==> config.mk <==
export PLATFORM = sky130hd
export DESIGN_NAME = bitmap_slot_allocator_core
export DESIGN_NICKNAME = d
export VERILOG_FILES = /design/src/design/bsa_pkg.sv /design/src/design/bsa_ram.sv /design/src/design/bsa_word_unit.sv /design/src/design/bitmap_slot_allocator_core.sv
export VERILOG_INCLUDE_DIRS = /design/src /design/src/design
export SDC_FILE = /design/constraint.sdc
export NUM_CORES = 1
export LEC_CHECK = 0
export BUFFER_PORTS_ARGS = -buffer_cell sky130_fd_sc_hd__buf_4
export CORE_ASPECT_RATIO = 0.8
export CORE_UTILIZATION = 45
export CTS_CLUSTER_DIAMETER = 60
export DETAILED_ROUTE_END_ITERATION = 7
export GPL_TIMING_DRIVEN = 0
export PLACE_DENSITY = 0.7
export SETUP_SLACK_MARGIN = 0.1
export SLEW_MARGIN = 20
export SYNTH_ARGS = -nofsm -noshare
export SYNTH_HDL_FRONTEND = slang
export SYNTH_SLANG_ARGS = --single-unit
==> constraint.sdc <==
create_clock -name clock -period 9.2 [get_ports clock]
set_clock_uncertainty 0.05 [all_clocks]
set_input_delay 0 -clock clock [delete_from_list [all_inputs] [get_ports clock]]
set_output_delay 0 -clock clock [all_outputs]
set_load 0.01 [all_outputs]
==> src/design/bitmap_slot_allocator_core_macros.svh <==
`ifndef BITMAP_SLOT_ALLOCATOR_CORE_MACROS_SVH
`define BITMAP_SLOT_ALLOCATOR_CORE_MACROS_SVH

// same-cycle implication, checked on the rising clock, off while in reset
`define BSA_ASSERT_NOW(lbl, ante, cons, msg) \
   lbl: assert property (@(posedge clock) disable iff (reset) (ante) |-> (cons)) \
      else $error(msg);

// next-cycle implication, checked on the rising clock, off while in reset
`define BSA_ASSERT_NEXT(lbl, ante, cons, msg) \
   lbl: assert property (@(posedge clock) disable iff (reset) (ante) |=> (cons)) \
      else $error(msg);

`endif

==> src/design/bsa_pkg.sv <==
`timescale 1ns / 1ps

package bsa_pkg;

   localparam int WORD_W  = 32;
   localparam int BIT_W   = 5;
   localparam int SLOT_W  = 8;
   localparam int COUNT_W = 9;

   typedef logic [WORD_W-1:0] word_type;

   typedef logic [1:0] func_type;
   localparam func_type FUNC_ALLOC = 2'd0;
   localparam func_type FUNC_FREE  = 2'd1;
   localparam func_type FUNC_QUERY = 2'd2;
   localparam func_type FUNC_CLEAR = 2'd3;

   typedef logic [1:0] status_type;
   localparam status_type ST_FINE  = 2'd0;
   localparam status_type ST_FULL  = 2'd1;
   localparam status_type ST_RANGE = 2'd2;
   localparam status_type ST_FREED = 2'd3;

   // what the word unit tells the sequencer about the current bitmap word
   typedef struct packed {
      logic             found;
      logic [BIT_W-1:0] first_bit;
      logic             bit_val;
      logic [BIT_W:0]   free_cnt;
   } scan_type;

   typedef struct packed {
      status_type         status;
      logic [COUNT_W-1:0] free_count;
      logic               slot_in_use;
      logic [SLOT_W-1:0]  granted_slot;
      logic               ok;
   } rsp_type;

endpackage

==> src/design/bsa_ram.sv <==
`timescale 1ns / 1ps

module bsa_ram #(
   parameter int WIDTH = 32,
   parameter int DEPTH = 8,
   localparam int AW = (DEPTH > 1) ? $clog2(DEPTH) : 1
) (
   input  logic             clock,
   input  logic             we,
   input  logic [AW-1:0]    waddr,
   input  logic [WIDTH-1:0] wdata,
   input  logic [AW-1:0]    raddr,
   output logic [WIDTH-1:0] rdata
);

   logic [WIDTH-1:0] mem [DEPTH];

   always_ff @(posedge clock) begin
      if (we) begin
         mem[waddr] <= wdata;
      end
      rdata <= mem[raddr];
   end

endmodule

==> src/design/bsa_word_unit.sv <==
`timescale 1ns / 1ps

module bsa_word_unit #(
   parameter int ADDR_W = 3
) (
   input  bsa_pkg::word_type                 word_data,
   input  logic [ADDR_W-1:0]                 word_idx,
   input  logic [bsa_pkg::COUNT_W-1:0]       n_eff,
   input  logic [bsa_pkg::BIT_W-1:0]         bit_sel,
   output bsa_pkg::scan_type                 scan
);

   bsa_pkg::word_type avail;

   // a bit is free for use when it lies below the active count and is clear
   always_comb begin
      for (int b = 0; b < bsa_pkg::WORD_W; b++) begin
         avail[b] = (bsa_pkg::COUNT_W'({word_idx, bsa_pkg::BIT_W'(b)}) < n_eff) &&
                    !word_data[b];
      end
   end

   always_comb begin
      scan.found     = |avail;
      scan.first_bit = '0;
      for (int b = bsa_pkg::WORD_W - 1; b >= 0; b--) begin
         if (avail[b]) begin
            scan.first_bit = bsa_pkg::BIT_W'(b);
         end
      end
      scan.bit_val  = word_data[bit_sel];
      scan.free_cnt = (bsa_pkg::BIT_W + 1)'($countones(avail));
   end

endmodule

==> src/design/bitmap_slot_allocator_core.sv <==
`timescale 1ns / 1ps
`include "bitmap_slot_allocator_core_macros.svh"

// Bitmap slot allocator: a used/free bit per slot and a running free count.
// Request channel req_*: tuser carries the operation (allocate, free, query,
// clear), tdata the slot to free or query. One response on rsp_* per request.
// csr_we/csr_wdata set the active slot count; the user must see that it is written
// only while the block is idle, which the block itself does not enforce. The bitmap
// sits in 32-bit words in a small RAM; one word unit (mask, first free bit, bit
// test, free popcount) is reused by a sequencer, one word at a time (RAM read,
// then check and write back). rsp_tvalid rises once the response register is
// loaded: from the emit state for clear, out-of-range and allocate at an active
// count of zero, after a RAM read and check for free and query, and after a read
// and check per scanned word for allocate. One request is in work at a time;
// req_tready comes back in the cycle the response is loaded. A register write
// recounts free slots over the active words, req_tready low meanwhile.
// Reset empties the pool at once through per-word valid bits (no clearing
// pass) and sets the active count to 256. A stalled receiver holds the
// response register; a finished result then waits inside and the block
// accepts nothing until it has been passed on.
module bitmap_slot_allocator_core #(
   parameter int POOL_SLOTS = 256
) (
   input  logic        clock,
   input  logic        reset,
   input  logic        req_tvalid,
   output logic        req_tready,
   input  logic [7:0]  req_tdata,   // [7:0] slot_index
   input  logic [1:0]  req_tuser,   // [1:0] func
   output logic        rsp_tvalid,
   input  logic        rsp_tready,
   output logic [23:0] rsp_tdata,   // [0] ok, [8:1] granted_slot, [9] slot_in_use,
                                    // [18:10] free_count, [20:19] status, zero above
   input  logic        csr_we,
   input  logic [8:0]  csr_wdata    // [8:0] active_slots
);

   localparam int MAP_SLOTS = (POOL_SLOTS < 256) ? POOL_SLOTS : 256;
   localparam int NWORDS    = (MAP_SLOTS + bsa_pkg::WORD_W - 1) / bsa_pkg::WORD_W;
   localparam int WADDR_W   = (NWORDS > 1) ? $clog2(NWORDS) : 1;

   typedef enum logic [1:0] {S_IDLE, S_READ, S_CHECK, S_EMIT} state_type;

   state_type                   state_ff, state_in;
   bsa_pkg::func_type           func_ff, func_in;
   logic [7:0]                  idx_ff, idx_in;
   logic [WADDR_W-1:0]          word_ff, word_in;
   logic                        recount_ff, recount_in;
   logic [8:0]                  active_ff, active_in;
   logic [8:0]                  free_ff, free_in;
   logic [NWORDS-1:0]           valid_ff, valid_in;
   bsa_pkg::rsp_type            pend_ff, pend_in;
   bsa_pkg::rsp_type            rsp_ff, rsp_in;
   logic                        rsp_valid_ff, rsp_valid_in;

   logic [8:0]                  n_eff;
   logic [WADDR_W-1:0]          last_word;
   bsa_pkg::word_type           ram_rdata, word_data, ram_wdata, bit_mask;
   logic                        ram_we;
   bsa_pkg::scan_type           scan;

   assign n_eff     = (active_ff > 9'(MAP_SLOTS)) ? 9'(MAP_SLOTS) : active_ff;
   assign last_word = (n_eff == 9'd0) ? '0 : WADDR_W'((n_eff - 9'd1) >> bsa_pkg::BIT_W);
   // a word never written since reset or clear reads as all free
   assign word_data = valid_ff[word_ff] ? ram_rdata : '0;

   bsa_ram #(
      .WIDTH (bsa_pkg::WORD_W),
      .DEPTH (NWORDS)
   ) u_map_ram (
      .clock (clock),
      .we    (ram_we),
      .waddr (word_ff),
      .wdata (ram_wdata),
      .raddr (word_ff),
      .rdata (ram_rdata)
   );

   bsa_word_unit #(
      .ADDR_W (WADDR_W)
   ) u_word_unit (
      .word_data (word_data),
      .word_idx  (word_ff),
      .n_eff     (n_eff),
      .bit_sel   (idx_ff[bsa_pkg::BIT_W-1:0]),
      .scan      (scan)
   );

   assign req_tready = (state_ff == S_IDLE) && !csr_we;
   assign rsp_tvalid = rsp_valid_ff;
   assign rsp_tdata  = {3'b000, rsp_ff};

   always_comb begin
      state_in     = state_ff;
      func_in      = func_ff;
      idx_in       = idx_ff;
      word_in      = word_ff;
      recount_in   = recount_ff;
      active_in    = csr_we ? csr_wdata : active_ff;
      free_in      = free_ff;
      valid_in     = valid_ff;
      pend_in      = pend_ff;
      rsp_in       = rsp_ff;
      rsp_valid_in = rsp_valid_ff && !rsp_tready;
      ram_we       = 1'b0;
      bit_mask     = '0;
      ram_wdata    = word_data;

      case (state_ff)
         S_IDLE: begin
            if (csr_we) begin
               // recount free slots below the new active count
               recount_in = 1'b1;
               word_in    = '0;
               free_in    = '0;
               state_in   = S_READ;
            end else if (req_tvalid) begin
               func_in    = req_tuser;
               idx_in     = req_tdata;
               recount_in = 1'b0;
               pend_in    = '0;
               case (req_tuser)
                  bsa_pkg::FUNC_CLEAR: begin
                     valid_in   = '0;
                     free_in    = n_eff;
                     pend_in.ok = 1'b1;
                     state_in   = S_EMIT;
                  end
                  bsa_pkg::FUNC_ALLOC: begin
                     word_in = '0;
                     if (n_eff == 9'd0) begin
                        pend_in.status = bsa_pkg::ST_FULL;
                        state_in       = S_EMIT;
                     end else begin
                        state_in = S_READ;
                     end
                  end
                  bsa_pkg::FUNC_FREE, bsa_pkg::FUNC_QUERY: begin
                     word_in = req_tdata[bsa_pkg::BIT_W +: WADDR_W];
                     if (9'(req_tdata) >= n_eff) begin
                        pend_in.status = bsa_pkg::ST_RANGE;
                        state_in       = S_EMIT;
                     end else begin
                        state_in = S_READ;
                     end
                  end
                  default: begin
                     state_in = S_IDLE;
                  end
               endcase
            end
         end

         S_READ: begin
            state_in = S_CHECK;
         end

         S_CHECK: begin
            if (recount_ff) begin
               free_in = free_ff + 9'(scan.free_cnt);
               if (word_ff == last_word) begin
                  recount_in = 1'b0;
                  state_in   = S_IDLE;
               end else begin
                  word_in  = word_ff + 1'b1;
                  state_in = S_READ;
               end
            end else begin
               case (func_ff)
                  bsa_pkg::FUNC_ALLOC: begin
                     if (scan.found) begin
                        bit_mask                = bsa_pkg::word_type'(1) << scan.first_bit;
                        ram_wdata               = word_data | bit_mask;
                        ram_we                  = 1'b1;
                        valid_in[word_ff]       = 1'b1;
                        if (free_ff != 9'd0) begin
                           free_in = free_ff - 9'd1;
                        end
                        pend_in.ok           = 1'b1;
                        pend_in.granted_slot = 8'({word_ff, scan.first_bit});
                        state_in             = S_EMIT;
                     end else if (word_ff == last_word) begin
                        pend_in.status = bsa_pkg::ST_FULL;
                        state_in       = S_EMIT;
                     end else begin
                        word_in  = word_ff + 1'b1;
                        state_in = S_READ;
                     end
                  end
                  bsa_pkg::FUNC_FREE: begin
                     if (!scan.bit_val) begin
                        pend_in.status = bsa_pkg::ST_FREED;
                     end else begin
                        bit_mask          = bsa_pkg::word_type'(1) <<
                                            idx_ff[bsa_pkg::BIT_W-1:0];
                        ram_wdata         = word_data & ~bit_mask;
                        ram_we            = 1'b1;
                        valid_in[word_ff] = 1'b1;
                        if (free_ff < n_eff) begin
                           free_in = free_ff + 9'd1;
                        end
                        pend_in.ok = 1'b1;
                     end
                     state_in = S_EMIT;
                  end
                  bsa_pkg::FUNC_QUERY: begin
                     pend_in.ok          = 1'b1;
                     pend_in.slot_in_use = scan.bit_val;
                     state_in            = S_EMIT;
                  end
                  default: begin
                     state_in = S_EMIT;
                  end
               endcase
            end
         end

         S_EMIT: begin
            if (!rsp_valid_ff || rsp_tready) begin
               rsp_in            = pend_ff;
               rsp_in.free_count = free_ff;
               rsp_valid_in      = 1'b1;
               state_in          = S_IDLE;
            end
         end

         default: begin
            state_in = S_IDLE;
         end
      endcase
   end

   always_ff @(posedge clock) begin
      if (reset) begin
         state_ff     <= S_IDLE;
         recount_ff   <= 1'b0;
         active_ff    <= 9'd256;
         free_ff      <= 9'(MAP_SLOTS);
         valid_ff     <= '0;
         rsp_valid_ff <= 1'b0;
      end else begin
         state_ff     <= state_in;
         recount_ff   <= recount_in;
         active_ff    <= active_in;
         free_ff      <= free_in;
         valid_ff     <= valid_in;
         rsp_valid_ff <= rsp_valid_in;
      end
      func_ff <= func_in;
      idx_ff  <= idx_in;
      word_ff <= word_in;
      pend_ff <= pend_in;
      rsp_ff  <= rsp_in;
   end

   `BSA_ASSERT_NOW(a_ok_matches_status, rsp_tvalid,
      rsp_ff.ok == (rsp_ff.status == bsa_pkg::ST_FINE),
      "response ok flag disagrees with status")

   `BSA_ASSERT_NOW(a_grant_only_on_success, rsp_tvalid && (rsp_ff.granted_slot != 8'd0),
      rsp_ff.ok && (rsp_ff.status == bsa_pkg::ST_FINE),
      "granted slot set on a failed response")

   `BSA_ASSERT_NOW(a_free_within_active, state_ff == S_IDLE,
      free_ff <= n_eff,
      "free count above the active slot count")

   `BSA_ASSERT_NEXT(a_accept_leaves_idle, req_tvalid && req_tready,
      state_ff != S_IDLE,
      "request accepted but sequencer stayed idle")

endmodule

==> flow_summary.ini <==
[critical_path]
worstPathMaxFanout = 19
worst_ep_required_time_ns = 9.63
type_of_origin_of_the_critical_path = register
critPathKind = register to register
setup.reg_to_reg.worst_slack_ns = 0.42
critPathLaunch = word_ff[1]
critical-path-max-stage-delay_ns = 0.54
crit_path_end_kind = register
ff2ff_path_depth = 33
slowest_stage_cell_on_the_critical_path = sky130_fd_sc_hd__fa_1
worst_path_most_repeated_cell = sky130_fd_sc_hd__fa_1
rr_startpoint = word_ff[1]
crit_arrival_ns = 9.21

[drt]
dr.pass1.iters = 7
detailedRoute.firstIterationViolations = 2102
detail_route.drc_violations = 0
drt.antenna.violating_nets = 0
wl_per_cell_um = 26.8
average_vias_per_placed_instance = 6.29
route.vias.total = 13596
postRouteWirelength_mm = 57.8

[sta]
fmax_mhz = 114
maxSlewHeadroom_pct = 17.4
finalSetupViolCount = 0
min_period_over_period_pct = 95.4
maxSlewViolCount = 0
tightest_slew_ns = 1.23
layout_min_cycle_time_ns = 8.78
final_hold_viol_count = 0
grt_setup_unrepaired = false
finalSetupTns_ns = 0

[layout]
commonest_non_fill_non_tap_cell_in_the_layout = sky130_fd_sc_hd__edfxtp_1
drive_above_1_share_pct = 11.3
areaGrowthSynthToFinish_pct = 16.3
final_cell_utilization_of_the_core_pct = 53.5
most_used_cells_in_the_layout_excluding_fill_and_tap_cells = 299 x sky130_fd_sc_hd__edfxtp_1, 130 x sky130_fd_sc_hd__a22oi_1, 104 x sky130_fd_sc_hd__nand2_1, 94 x sky130_fd_sc_hd__inv_1, 77 x sky130_fd_sc_hd__nor2_1
non_filler_instance_count_after_layout = 2162
n_antenna_cell = 0
final_nets = 1729

[cts]
cts_tree = done
cts_max_path_buffers = 3
number_of_buffers_created_by_cts = 37
cts_max_level = 2
clock-sinks = 361
clk-insertion-delay-late_ns = 0.57
clk_transition_reported_paths_ns = 0.07
cts.repair_timing.setup_buffer_count = 0
cts.root.buffer_cell = sky130_fd_sc_hd__clkbuf_16

[yosys]
synth_cell_types = 86
synth_enable_flop_cells = 299
yosysSeqAreaShare_pct = 57.6
synthesis.area_per_instance_um2 = 12.0
synthCells = 1477
postSynth.topFlopCell = sky130_fd_sc_hd__edfxtp_1
postSynthRegisterBits = 361
post_synth_instance_area_um2 = 17700
ys_async_sr_fraction_pct = 0
ys.warnings.count = 0

[power_and_ir_drop]
power_density_over_the_cells_nw_per_um2 = 309
ir_drop_uv = 1170
fin_total_pwr_uw = 6370
p_leak_uw = 0.00716

[floorplanning]
design.portCount = 50
floorplan.die.height_um = 180
die_area_um2 = 40200
fp.coreArea_um2 = 38500
chipWidth_um = 224
number_of_rows_created_at_floorplan = 64
floorplan.initialDensity_pct = 46.0

[placed_design]
dp.cells = 2072
port_buffers = 45
finalWeightedCongestion = 1.01
detailed_place_hpwl_mm = 42.8

[run]
maxCapViolCount = 0

[worst_hold_path]
min_path_cells = 4
hold_path.startpoint = csr_we
hold_class = input pin to register

[grt]
grt_antenna_before_repair = 0
grt_start_max_net_pins = 21
gr-total-overflow = 0
grt_first_pass_wirelength_mm = 84.7
number_of_global_route_vias_before_repair = 12872
global_route_usage_over_all_layers_pct = 28.8

[outcome]
result_of_the_run = completed
==> report_power, final <==
part	internal, uW	total, uW	switching [uW]
registers	1810	1890	76.5
clock network	841	1500	657
logic	1150	2980	1830
total	3800	6370	2570
==> per-stage QoR <==
step	hold slack (ns)	area, um^2	setup WS [ns]
6_report	0.0608	20600	0.423
3_5_place_dp	0.155	19100	-0.324
4_1_cts	0.0429	20600	0.250
5_1_grt	0.0998	20600	0.0897
3_3_place_gp	0.156	18700	-1.98
2_1_floorplan	0.0293	17700	1.67
==> synthesized netlist by cell type, types with 28 or more instances <==
cell                       number  share of area [%]
sky130_fd_sc_hd__nor2_1        85                1.8
sky130_fd_sc_hd__clkbuf_1      64                1.4
sky130_fd_sc_hd__ha_1          73                5.2
sky130_fd_sc_hd__a21o_1        28                1.2
sky130_fd_sc_hd__dfxtp_1       62                7.0
sky130_fd_sc_hd__a21oi_1       56                1.6
sky130_fd_sc_hd__o21ai_0       41                1.2
sky130_fd_sc_hd__nand2_1      104                2.2
sky130_fd_sc_hd__inv_1         94                2.0
sky130_fd_sc_hd__a22oi_1      130                5.5
sky130_fd_sc_hd__nand4_1       52                1.8
sky130_fd_sc_hd__edfxtp_1     299                 51
==> state kept, by name (all words and copies together) (netlist names) <==
| register | cells |
|---|---|
| active_ff | 9 |
| free_ff | 9 |
| func_ff | 2 |
| idx_ff | 5 |
| pend_ff | 12 |
| recount_ff | 1 |
| rsp_tdata | 21 |
| rsp_tvalid | 1 |
| state_ff | 2 |
| u_map_ram.mem | 256 |
| u_map_ram.rdata | 32 |
| valid_ff | 8 |
| word_ff | 3 |
==> worst max-delay path, delay by kind of cell, from the launching register on <==
family | cells | cell delay [ns]
DFF | 1 | 0.51
AOI/OAI and AO/OA | 8 | 1.42
buffers and inverters | 8 | 1.22
xor gates and xnor gates | 2 | 0.42
adders and majority gates | 9 | 3.73
and+or+nand+nor | 6 | 1.32
==> final timing paths <==
check	to
setup reg to reg	free_ff[8]
hold reg to reg	rsp_tdata[2]
setup / recovery	free_ff[8]
hold / removal	free_ff[3]
==> cells by family (layout without fill, tap and decap cells) <==
group | after synthesis | after routing | share of synthesized area [%]
AOI/OAI and AO/OA | 403 | 403 | 16.2
xor gates and xnor gates | 15 | 15 | 0.741
adders and majority gates | 100 | 100 | 8.20
buffers and inverters | 183 | 338 | 4.10
DFF | 361 | 361 | 57.6
muxes | 22 | 22 | 1.83
other | 1 | 3 | 0.0211
and+or+nand+nor | 392 | 392 | 11.2
==> metal layers <==
layer	vias up	track usage, %	wire, um
met2	831	39.9	24200
met3	99	8.65	6780
met4	4	7.37	1210
met1	6755	43.3	25500
met5	-	2.87	155
li1	5907	-	-
==> final cells by class <==
class | instances | area, um^2
fillers | 3266 | 17900
flip-flops and latches | 361 | 10200
multi-input cells | 935 | 6900
clock buffers | 53 | 1010
repair buffers | 88 | 888
well taps | 528 | 661
inverters | 100 | 379
plain buffers | 82 | 359
clock inverters | 15 | 208
==> repair_timing <==
item	CTS	global route
hold buffers	23	0
endpoints found under the setup margin	4	3
resized for setup	2	15
endpoints found under the hold margin	36	0
Note: power is estimated with default switching activity, not from simulation.
